### src/design/emsp_pkg.sv
// Package for the encoder median speed PID unit: widths, register indexes,
// speed constants and shared cell types. No dependencies.
package emsp_pkg;
	localparam int Window = 15;
	localparam int SlotW = $clog2(Window);
	localparam int PerW = 32;
	localparam int SpeedW = 12;
	localparam logic [SpeedW-1:0] SpeedMax = 12'd4095;
	localparam logic [31:0] SpeedNum = 32'd25500000;
	localparam logic [7:0] SpeedDen = 8'd141;

	typedef enum logic [2:0] {
		REG_SETPOINT = 3'd0,
		REG_GAIN_P   = 3'd1,
		REG_GAIN_I   = 3'd2,
		REG_GAIN_D   = 3'd3,
		REG_ILIMIT   = 3'd4,
		REG_TIMEOUT  = 3'd5
	} reg_idx_t;

	// Token handed along the chain of rank cells during a median sweep.
	typedef struct packed {
		logic            vld;
		logic [PerW-1:0] val;
		logic [4:0]      idx;
	} rank_tok_t;
endpackage

### src/design/emsp_rank_cell.sv
// One cell of the median chain: holds one ring entry and counts how many
// entries rank below it as the tokens of all entries pass by. Uses emsp_pkg.
module emsp_rank_cell (
	input  logic                  clk,
	input  logic                  arst_n,
	input  logic                  wr,
	input  logic [emsp_pkg::PerW-1:0] wr_val,
	input  logic                  clr,
	input  logic [4:0]            my_idx,
	input  emsp_pkg::rank_tok_t   tok_in,
	output emsp_pkg::rank_tok_t   tok_out,
	output logic [emsp_pkg::PerW-1:0] val,
	output logic [4:0]            rank
);
	import emsp_pkg::*;
	logic [PerW-1:0] val_q;
	logic [4:0] rank_q;
	logic below;

	// Ties are broken by index so ranks form a permutation.
	assign below = tok_in.vld && ((tok_in.val < val_q) ||
		(tok_in.val == val_q && tok_in.idx < my_idx));

	always_ff @(posedge clk or negedge arst_n) begin
		if (!arst_n) begin
			val_q <= '0;
			rank_q <= '0;
			tok_out <= '0;
		end else begin
			if (wr) val_q <= wr_val;
			if (clr) rank_q <= '0;
			else if (below) rank_q <= rank_q + 5'd1;
			tok_out <= tok_in;
		end
	end
	assign val = val_q;
	assign rank = rank_q;
endmodule

### src/design/emsp_divider.sv
// Restoring divider, one quotient bit per cycle, for the speed quotient.
// Uses emsp_pkg.
module emsp_divider (
	input  logic        clk,
	input  logic        arst_n,
	input  logic        start,
	input  logic [31:0] num,
	input  logic [39:0] den,
	output logic        done,
	output logic [31:0] quo
);
	import emsp_pkg::*;
	logic [39:0] rem_q;
	logic [31:0] quo_q;
	logic [5:0] cnt_q;
	logic busy_q;
	logic [40:0] trial;

	assign trial = {rem_q, quo_q[31]} - {1'b0, den};

	always_ff @(posedge clk or negedge arst_n) begin
		if (!arst_n) begin
			busy_q <= 1'b0;
			done <= 1'b0;
			cnt_q <= '0;
			rem_q <= '0;
			quo_q <= '0;
		end else begin
			done <= 1'b0;
			if (start) begin
				busy_q <= 1'b1;
				cnt_q <= 6'd32;
				rem_q <= '0;
				quo_q <= num;
			end else if (busy_q) begin
				if (!trial[40]) begin
					rem_q <= trial[39:0];
					quo_q <= {quo_q[30:0], 1'b1};
				end else begin
					rem_q <= {rem_q[38:0], quo_q[31]};
					quo_q <= {quo_q[30:0], 1'b0};
				end
				cnt_q <= cnt_q - 6'd1;
				if (cnt_q == 6'd1) begin
					busy_q <= 1'b0;
					done <= 1'b1;
				end
			end
		end
	end
	assign quo = quo_q;
endmodule

### src/design/encoder_median_speed_pid_unit.sv
// Top level of the encoder median speed PID unit: ring of rank cells,
// speed divider and a sequenced PID step. Uses emsp_pkg, emsp_rank_cell,
// emsp_divider.
//
// Channel   Signals                                         Dir
// input     in_valid in_ready op cycle_time chan_b usec_now  in
// output    out_valid out_ready drive_level direction        out
//           measured_speed
// config    cfg_we cfg_index cfg_data                       in
//
// An edge word never leaves S_IDLE, so edge words can follow back to back.
// A tick word runs through the accept, a sweep that passes every entry's
// token along the rank chain, a pick of the median, the divider, then 5 PID
// steps with the P, I and D terms on one shared multiplier. One tick at a time.
// Reset clears the ring, the PID state and loads register defaults.
// A result waits in the output register; edge words are still taken then,
// but a new tick waits until the result has left.
module encoder_median_speed_pid_unit (
	input  logic        clk,
	input  logic        arst_n,
	input  logic        in_valid,
	output logic        in_ready,
	input  logic        op,
	input  logic [63:0] cycle_time,
	input  logic        chan_b,
	input  logic [31:0] usec_now,
	output logic        out_valid,
	input  logic        out_ready,
	output logic [7:0]  drive_level,
	output logic        direction,
	output logic [11:0] measured_speed,
	input  logic        cfg_we,
	input  logic [2:0]  cfg_index,
	input  logic [15:0] cfg_data
);
	import emsp_pkg::*;

	typedef enum logic [3:0] {
		S_IDLE, S_SWEEP, S_PICK, S_DIV, S_ERR, S_MP, S_MI, S_MD, S_OUT
	} state_t;

	state_t state_q;
	logic [7:0] setpoint_q;
	logic [15:0] gain_p_q, gain_i_q, gain_d_q, timeout_q;
	logic [12:0] ilimit_q;
	logic [SlotW-1:0] slot_q;
	logic [63:0] last_cyc_q;
	logic [31:0] last_us_q, usec_q;
	logic dir_q;
	logic signed [13:0] esum_q;
	logic signed [12:0] perr_q, e_q;
	logic signed [13:0] d_q;
	logic [5:0] step_q;
	logic [SpeedW-1:0] speed_q;
	logic [PerW-1:0] med_q;
	logic signed [47:0] acc_q;
	logic out_valid_q;
	logic [7:0] drive_q;
	logic [SpeedW-1:0] ospeed_q;
	logic odir_q;

	// Rank chain: tokens enter cell 0 and walk to the last cell.
	rank_tok_t tok [Window+1];
	rank_tok_t tok_src;
	logic [PerW-1:0] cval [Window];
	logic [4:0] crank [Window];
	logic [Window-1:0] cwr;
	logic sweep_clr;
	logic [PerW-1:0] period_new;

	assign period_new = 32'(cycle_time - last_cyc_q);
	assign sweep_clr = (state_q == S_IDLE);
	assign tok[0] = tok_src;

	genvar g;
	generate
		for (g = 0; g < Window; g++) begin : g_cell
			assign cwr[g] = in_valid && in_ready && !op && (slot_q == SlotW'(g));
			emsp_rank_cell u_cell (
				.clk(clk), .arst_n(arst_n), .wr(cwr[g]), .wr_val(period_new),
				.clr(sweep_clr), .my_idx(5'(g)), .tok_in(tok[g]),
				.tok_out(tok[g+1]), .val(cval[g]), .rank(crank[g])
			);
		end
	endgenerate

	// Token source: feeds entry step_q during the sweep while step_q is below Window.
	always_comb begin
		tok_src = '0;
		if (state_q == S_SWEEP && step_q < 6'(Window)) begin
			tok_src.vld = 1'b1;
			tok_src.val = cval[step_q[SlotW-1:0]];
			tok_src.idx = 5'(step_q);
		end
	end

	// Median select: the entry whose rank is Window/2.
	logic [PerW-1:0] med_sel;
	always_comb begin
		med_sel = '0;
		for (int k = 0; k < Window; k++)
			if (crank[k] == 5'(Window / 2)) med_sel = cval[k];
	end

	// Divider for speed = 25500000 / (141 * median).
	logic div_start, div_done;
	logic [31:0] div_quo;
	logic [39:0] den;
	assign den = 40'(med_q) * 40'(SpeedDen);
	emsp_divider u_div (
		.clk(clk), .arst_n(arst_n), .start(div_start), .num(SpeedNum),
		.den(den), .done(div_done), .quo(div_quo)
	);
	// The median is loaded into med_q at the same edge that starts the divider.
	assign div_start = (state_q == S_PICK) && (med_sel != '0);

	// Shared multiplier for the PID terms.
	logic signed [16:0] mul_a;
	logic signed [13:0] mul_b;
	logic signed [31:0] mul_p;
	always_comb begin
		unique case (state_q)
			S_MP: begin mul_a = $signed({1'b0, gain_p_q}); mul_b = 14'(e_q); end
			S_MI: begin mul_a = $signed({1'b0, gain_i_q}); mul_b = esum_q; end
			default: begin mul_a = $signed({1'b0, gain_d_q}); mul_b = d_q; end
		endcase
	end
	assign mul_p = 32'(mul_a * mul_b);

	// Error, integral and drive arithmetic.
	logic signed [13:0] e_new;
	logic signed [14:0] sum_raw, lim_s;
	logic signed [13:0] sum_clamped;
	logic signed [47:0] corr;
	logic signed [48:0] drv;
	assign e_new = $signed({2'b0, speed_q}) - $signed({6'b0, setpoint_q});
	assign lim_s = $signed({2'b0, ilimit_q});
	assign sum_raw = 15'(esum_q) + 15'(e_new);
	always_comb begin
		if (sum_raw > lim_s) sum_clamped = 14'(lim_s);
		else if (sum_raw < -lim_s) sum_clamped = 14'(-lim_s);
		else sum_clamped = 14'(sum_raw);
	end
	assign corr = (acc_q < 0) ? -((-acc_q) >>> 12) : (acc_q >>> 12);
	assign drv = $signed({41'b0, setpoint_q}) - 49'(corr);

	assign in_ready = (state_q == S_IDLE) && !(out_valid_q && !out_ready &&
		in_valid && op);

	always_ff @(posedge clk or negedge arst_n) begin
		if (!arst_n) begin
			state_q <= S_IDLE;
			setpoint_q <= 8'd50;
			gain_p_q <= 16'd16384;
			gain_i_q <= 16'd410;
			gain_d_q <= 16'd0;
			ilimit_q <= 13'd5000;
			timeout_q <= 16'd6667;
			slot_q <= '0;
			last_cyc_q <= '0;
			last_us_q <= '0;
			dir_q <= 1'b0;
			esum_q <= '0;
			perr_q <= '0;
			e_q <= '0;
			d_q <= '0;
			step_q <= '0;
			speed_q <= '0;
			med_q <= '0;
			acc_q <= '0;
			out_valid_q <= 1'b0;
			drive_q <= '0;
			ospeed_q <= '0;
			odir_q <= 1'b0;
			usec_q <= '0;
		end else begin
			if (cfg_we) begin
				unique case (cfg_index)
					REG_SETPOINT: setpoint_q <= cfg_data[7:0];
					REG_GAIN_P:   gain_p_q <= cfg_data;
					REG_GAIN_I:   gain_i_q <= cfg_data;
					REG_GAIN_D:   gain_d_q <= cfg_data;
					REG_ILIMIT:   ilimit_q <= cfg_data[12:0];
					REG_TIMEOUT:  timeout_q <= cfg_data;
					default: ;
				endcase
			end
			if (out_valid_q && out_ready) out_valid_q <= 1'b0;
			unique case (state_q)
				S_IDLE: if (in_valid && in_ready) begin
					if (!op) begin
						dir_q <= chan_b;
						last_cyc_q <= cycle_time;
						last_us_q <= usec_now;
						slot_q <= (slot_q == SlotW'(Window - 1)) ? '0 : slot_q + 1'b1;
					end else begin
						usec_q <= usec_now;
						step_q <= '0;
						state_q <= S_SWEEP;
					end
				end
				S_SWEEP: begin
					step_q <= step_q + 6'd1;
					if (step_q == 6'(2 * Window)) state_q <= S_PICK;
				end
				S_PICK: begin
					med_q <= med_sel;
					state_q <= S_DIV;
				end
				S_DIV: begin
					if (32'(usec_q - last_us_q) > {16'b0, timeout_q}) begin
						speed_q <= '0;
						state_q <= S_ERR;
					end else if (med_q == '0) begin
						speed_q <= SpeedMax;
						state_q <= S_ERR;
					end else if (div_done) begin
						speed_q <= (div_quo > 32'(SpeedMax)) ? SpeedMax : div_quo[11:0];
						state_q <= S_ERR;
					end
				end
				S_ERR: begin
					e_q <= 13'(e_new);
					d_q <= e_new - 14'(perr_q);
					perr_q <= 13'(e_new);
					esum_q <= sum_clamped;
					acc_q <= '0;
					state_q <= S_MP;
				end
				S_MP: begin acc_q <= acc_q + 48'(mul_p); state_q <= S_MI; end
				S_MI: begin acc_q <= acc_q + 48'(mul_p); state_q <= S_MD; end
				S_MD: begin acc_q <= acc_q + 48'(mul_p); state_q <= S_OUT; end
				S_OUT: if (!out_valid_q || out_ready) begin
					out_valid_q <= 1'b1;
					drive_q <= (drv < 0) ? 8'd0 : ((drv > 49'sd255) ? 8'd255 : drv[7:0]);
					ospeed_q <= speed_q;
					odir_q <= dir_q;
					state_q <= S_IDLE;
				end
				default: state_q <= S_IDLE;
			endcase
		end
	end

	assign out_valid = out_valid_q;
	assign drive_level = drive_q;
	assign direction = odir_q;
	assign measured_speed = ospeed_q;

	// The integral never leaves its clamp.
	a_esum: assert property (@(posedge clk) disable iff (!arst_n)
		state_q == S_MP |-> (esum_q <= lim_s && esum_q >= -lim_s))
		else $error("integral outside limit");
	// A result is held while the consumer stalls.
	a_hold: assert property (@(posedge clk) disable iff (!arst_n)
		out_valid && !out_ready |=> out_valid && $stable(drive_level))
		else $error("result dropped");
	// No word is taken while a tick is in progress.
	a_busy: assert property (@(posedge clk) disable iff (!arst_n)
		state_q != S_IDLE |-> !in_ready)
		else $error("accept while busy");
endmodule

### config.mk
export PLATFORM = sky130hd
export DESIGN_NAME = encoder_median_speed_pid_unit
export DESIGN_NICKNAME = d
export VERILOG_FILES = /design/src/design/emsp_pkg.sv /design/src/design/emsp_rank_cell.sv /design/src/design/emsp_divider.sv /design/src/design/encoder_median_speed_pid_unit.sv
export SDC_FILE = /design/constraint.sdc
export NUM_CORES = 2
export LEC_CHECK = 0
export BUFFER_PORTS_ARGS = -buffer_cell sky130_fd_sc_hd__buf_2
export CORE_ASPECT_RATIO = 2
export CORE_MARGIN = 5
export CORE_UTILIZATION = 40
export DETAILED_ROUTE_END_ITERATION = 10
export PLACE_DENSITY = 0.62
export SLEW_MARGIN = 25
export SYNTH_ARGS = -nofsm -noshare
export SYNTH_HDL_FRONTEND = slang
export SYNTH_HIERARCHICAL = 1
export SYNTH_SLANG_ARGS = --single-unit
### constraint.sdc
create_clock -name clk -period 16.6 [get_ports clk]
set_clock_uncertainty 0.2 [all_clocks]
set_input_delay 1.66 -clock clk [delete_from_list [all_inputs] [get_ports clk]]
set_output_delay 1.66 -clock clk [all_outputs]
set_load 0.01 [all_outputs]
==> results_dict.tcl <==
set metrics [dict create \
    drcViolationCount 0 \
    areaGrowthSynthToFinish_pct 10.3 \
    hold_viol_final 0 \
    final_min_period_over_clock_period_pct 59.2 \
    finalWorstPathRequiredPeriod_ns 9.82 \
    reg2reg_setup_slack_ns 6.78 \
    max-cap-violations 0 \
    worst_slew_margin_rel_pct 20.9 \
    timing.critical_path.required_ns 17.02 \
    numnets_final 12200 \
    cts_setup_buffers 0 \
    worstPathArrival_ns 10.25 \
    finish.cell_count_without_fillers 14100 \
    totalWireLength_mm 335 \
    yosys_warnings 6 \
    timing.critical_path.fanout_max 63 \
    cts_inserted_buffers 154 \
    clock_tree.root_cell "clkbuf_16" \
    cp-endpoint "acc_q[43]$_DFFE_PN0P_" \
    via_density_per_instance 5.64 \
    tritoncts_clock_tree "built" \
    mappedNetlistArea_um2 100000 \
    setup_viol 0 \
    floorplan.die.width_um 364 \
    grt_setup_unrepaired "no" \
    timing.critical_path.from_type "flop" \
    dpl.cell_count 13900 \
    ios 145 \
    synthCells 10600 \
    grt_antenna_before_repair 33 \
    count_of_input_and_output_buffers 112 \
    utilization_pct 44.2 \
    worst-slew-pin-transition_ns 1.18 \
    total_global_routing_track_utilization_pct 25.3 \
    criticalPathCategory "reg -> reg" \
    fp.dieArea_um2 261000 \
    global_route_wire_length_before_repair_mm 499 \
    fmaxAchievable_mhz 102 \
    fp.dieH_um 718 \
    r2r.worst_path.cells 27 \
    holdCritPathClass "reg -> reg" \
    globalplace.congestion 0.953 \
    avgRoutedWirePerCell_um 23.7 \
    startpoint_of_the_most_critical_hold_path "g_cell[6].u_cell/tok_out[26]$_DFF_PN0_" \
    crit_start "state_q[1]$_DFFE_PN0P_" \
    cts_hold_buf 0 \
    worst_reg2reg_path_endpoint "acc_q[43]$_DFFE_PN0P_" \
    num_rows 260 \
    grt_start_max_net_pins 181 \
    maxSlewViolCount 0 \
    numClockSinks 1518 \
    via_count 79800 \
    max-clock-path-buffers 4 \
    rr_startpoint "state_q[1]$_DFFE_PN0P_" \
    coreArea_um2 250000 \
    timing.critical_path.slowest_cell_delay_ns 0.79 \
    synthesis.area_per_instance_um2 9.46 \
    antenna_left 0 \
    clk-insertion-delay-late_ns 0.82 \
    globalRoute.totalOverflow 0 \
    grt_pass1_vias 83800 \
    timing.critical_path.slowest_stage_cell "a211oi_1" \
    cts_repair_resizes 0 \
    drtPass1Iterations 7 \
    start_util_pct 40.1 \
    cpMostUsedCell "fa_1" \
    layout-drive-gt1-share_pct 9.82 \
    final_design_area_no_fill_um2 111000 \
    h-tree-depth 4 \
    clkSlewWorstSetupHoldPaths_ns 0.07 \
    setup_total_negative_slack_ns 0 \
    detail_route.iter0.violations 5740 \
    end_kind "flop" \
    hpwl_mm 264 \
    dpl_cell_area_um2 106000 \
    status "complete, no violations" \
]
==> worst max-delay path, delay by kind of cell, from the launching register on <==
family	cells	cell delay (ns)
buffers and inverters	6	1.32
AND/OR/NAND/NOR	4	1.19
XOR/XNOR	1	0.15
flip-flops	1	0.39
AO/OA/AOI/OAI	9	2.94
adder cells (fa/ha/maj)	7	3.44
==> through the flow <==
step,setup WS [ns],hold slack [ns]
2_1_floorplan,7.80,0.146
3_3_place_gp,6.48,0.154
3_5_place_dp,6.81,0.155
4_1_cts,6.77,0.146
5_1_grt,6.21,0.153
6_report,6.78,0.150
==> worst min path at each step <==
stage                                             endpoint  slack (ns)  depth (start not counted)
floorplan           g_cell[10].u_cell/tok_out[0]$_DFF_PN0_        0.15                          0
global placement     g_cell[8].u_cell/tok_out[0]$_DFF_PN0_        0.15                          0
detailed placement   g_cell[1].u_cell/tok_out[0]$_DFF_PN0_        0.16                          0
CTS                 g_cell[7].u_cell/tok_out[26]$_DFF_PN0_        0.15                          0
global route        g_cell[7].u_cell/tok_out[25]$_DFF_PN0_        0.15                          0
finish              g_cell[7].u_cell/tok_out[26]$_DFF_PN0_        0.15                          0
==> cell usage in the layout (no fill, tap or decap), types with 107 or more instances in the layout <==
master and instances:
a21o_1 107, a21oi_1 498, buf_2 111, buf_4 185, clkbuf_16 156, conb_1 109, dfrtp_1 1492, fa_1 259
ha_1 1070, inv_1 1284, mux2_2 173, mux4_2 128, nand2_1 1265, nand3_1 183, nand4_1 156, nor2_1 600
nor2b_1 116, nor3_1 137, o21ai_0 983, xnor2_1 154
==> metal layers <==
layer	vias up	share of wire, %	global-route usage (%)
met1	39200	31	22.9
met2	2605	52	46.7
met5	-	0.031	0
met3	1102	4.6	3.51
met4	14	13	25.1
li1	36900	-	-
==> flip-flops by register name (all words and copies together) (netlist names), 40 cells and up <==
register / flops
g_cell.u_cell/tok_out: 532
g_cell.u_cell/val: 480
g_cell.u_cell/rank: 75
acc_q: 48
u_div/rem_q: 40
==> cell type report <==
cell class                      count  area, µm²
Fill cell                       23700     140000
Multi-Input combinational cell   7481      56700
Sequential cell                  1518      38000
Inverter                         1287       4830
Clock buffer                      216       4380
Tap cell                         3275       4100
Timing Repair Buffer              308       2150
Clock inverter                     49        480
Antenna cell                        8       20.0
Power is left out: the tool's default activity adds up to more than one toggle a clock period on the data nets, which glitch-free logic cannot reach.
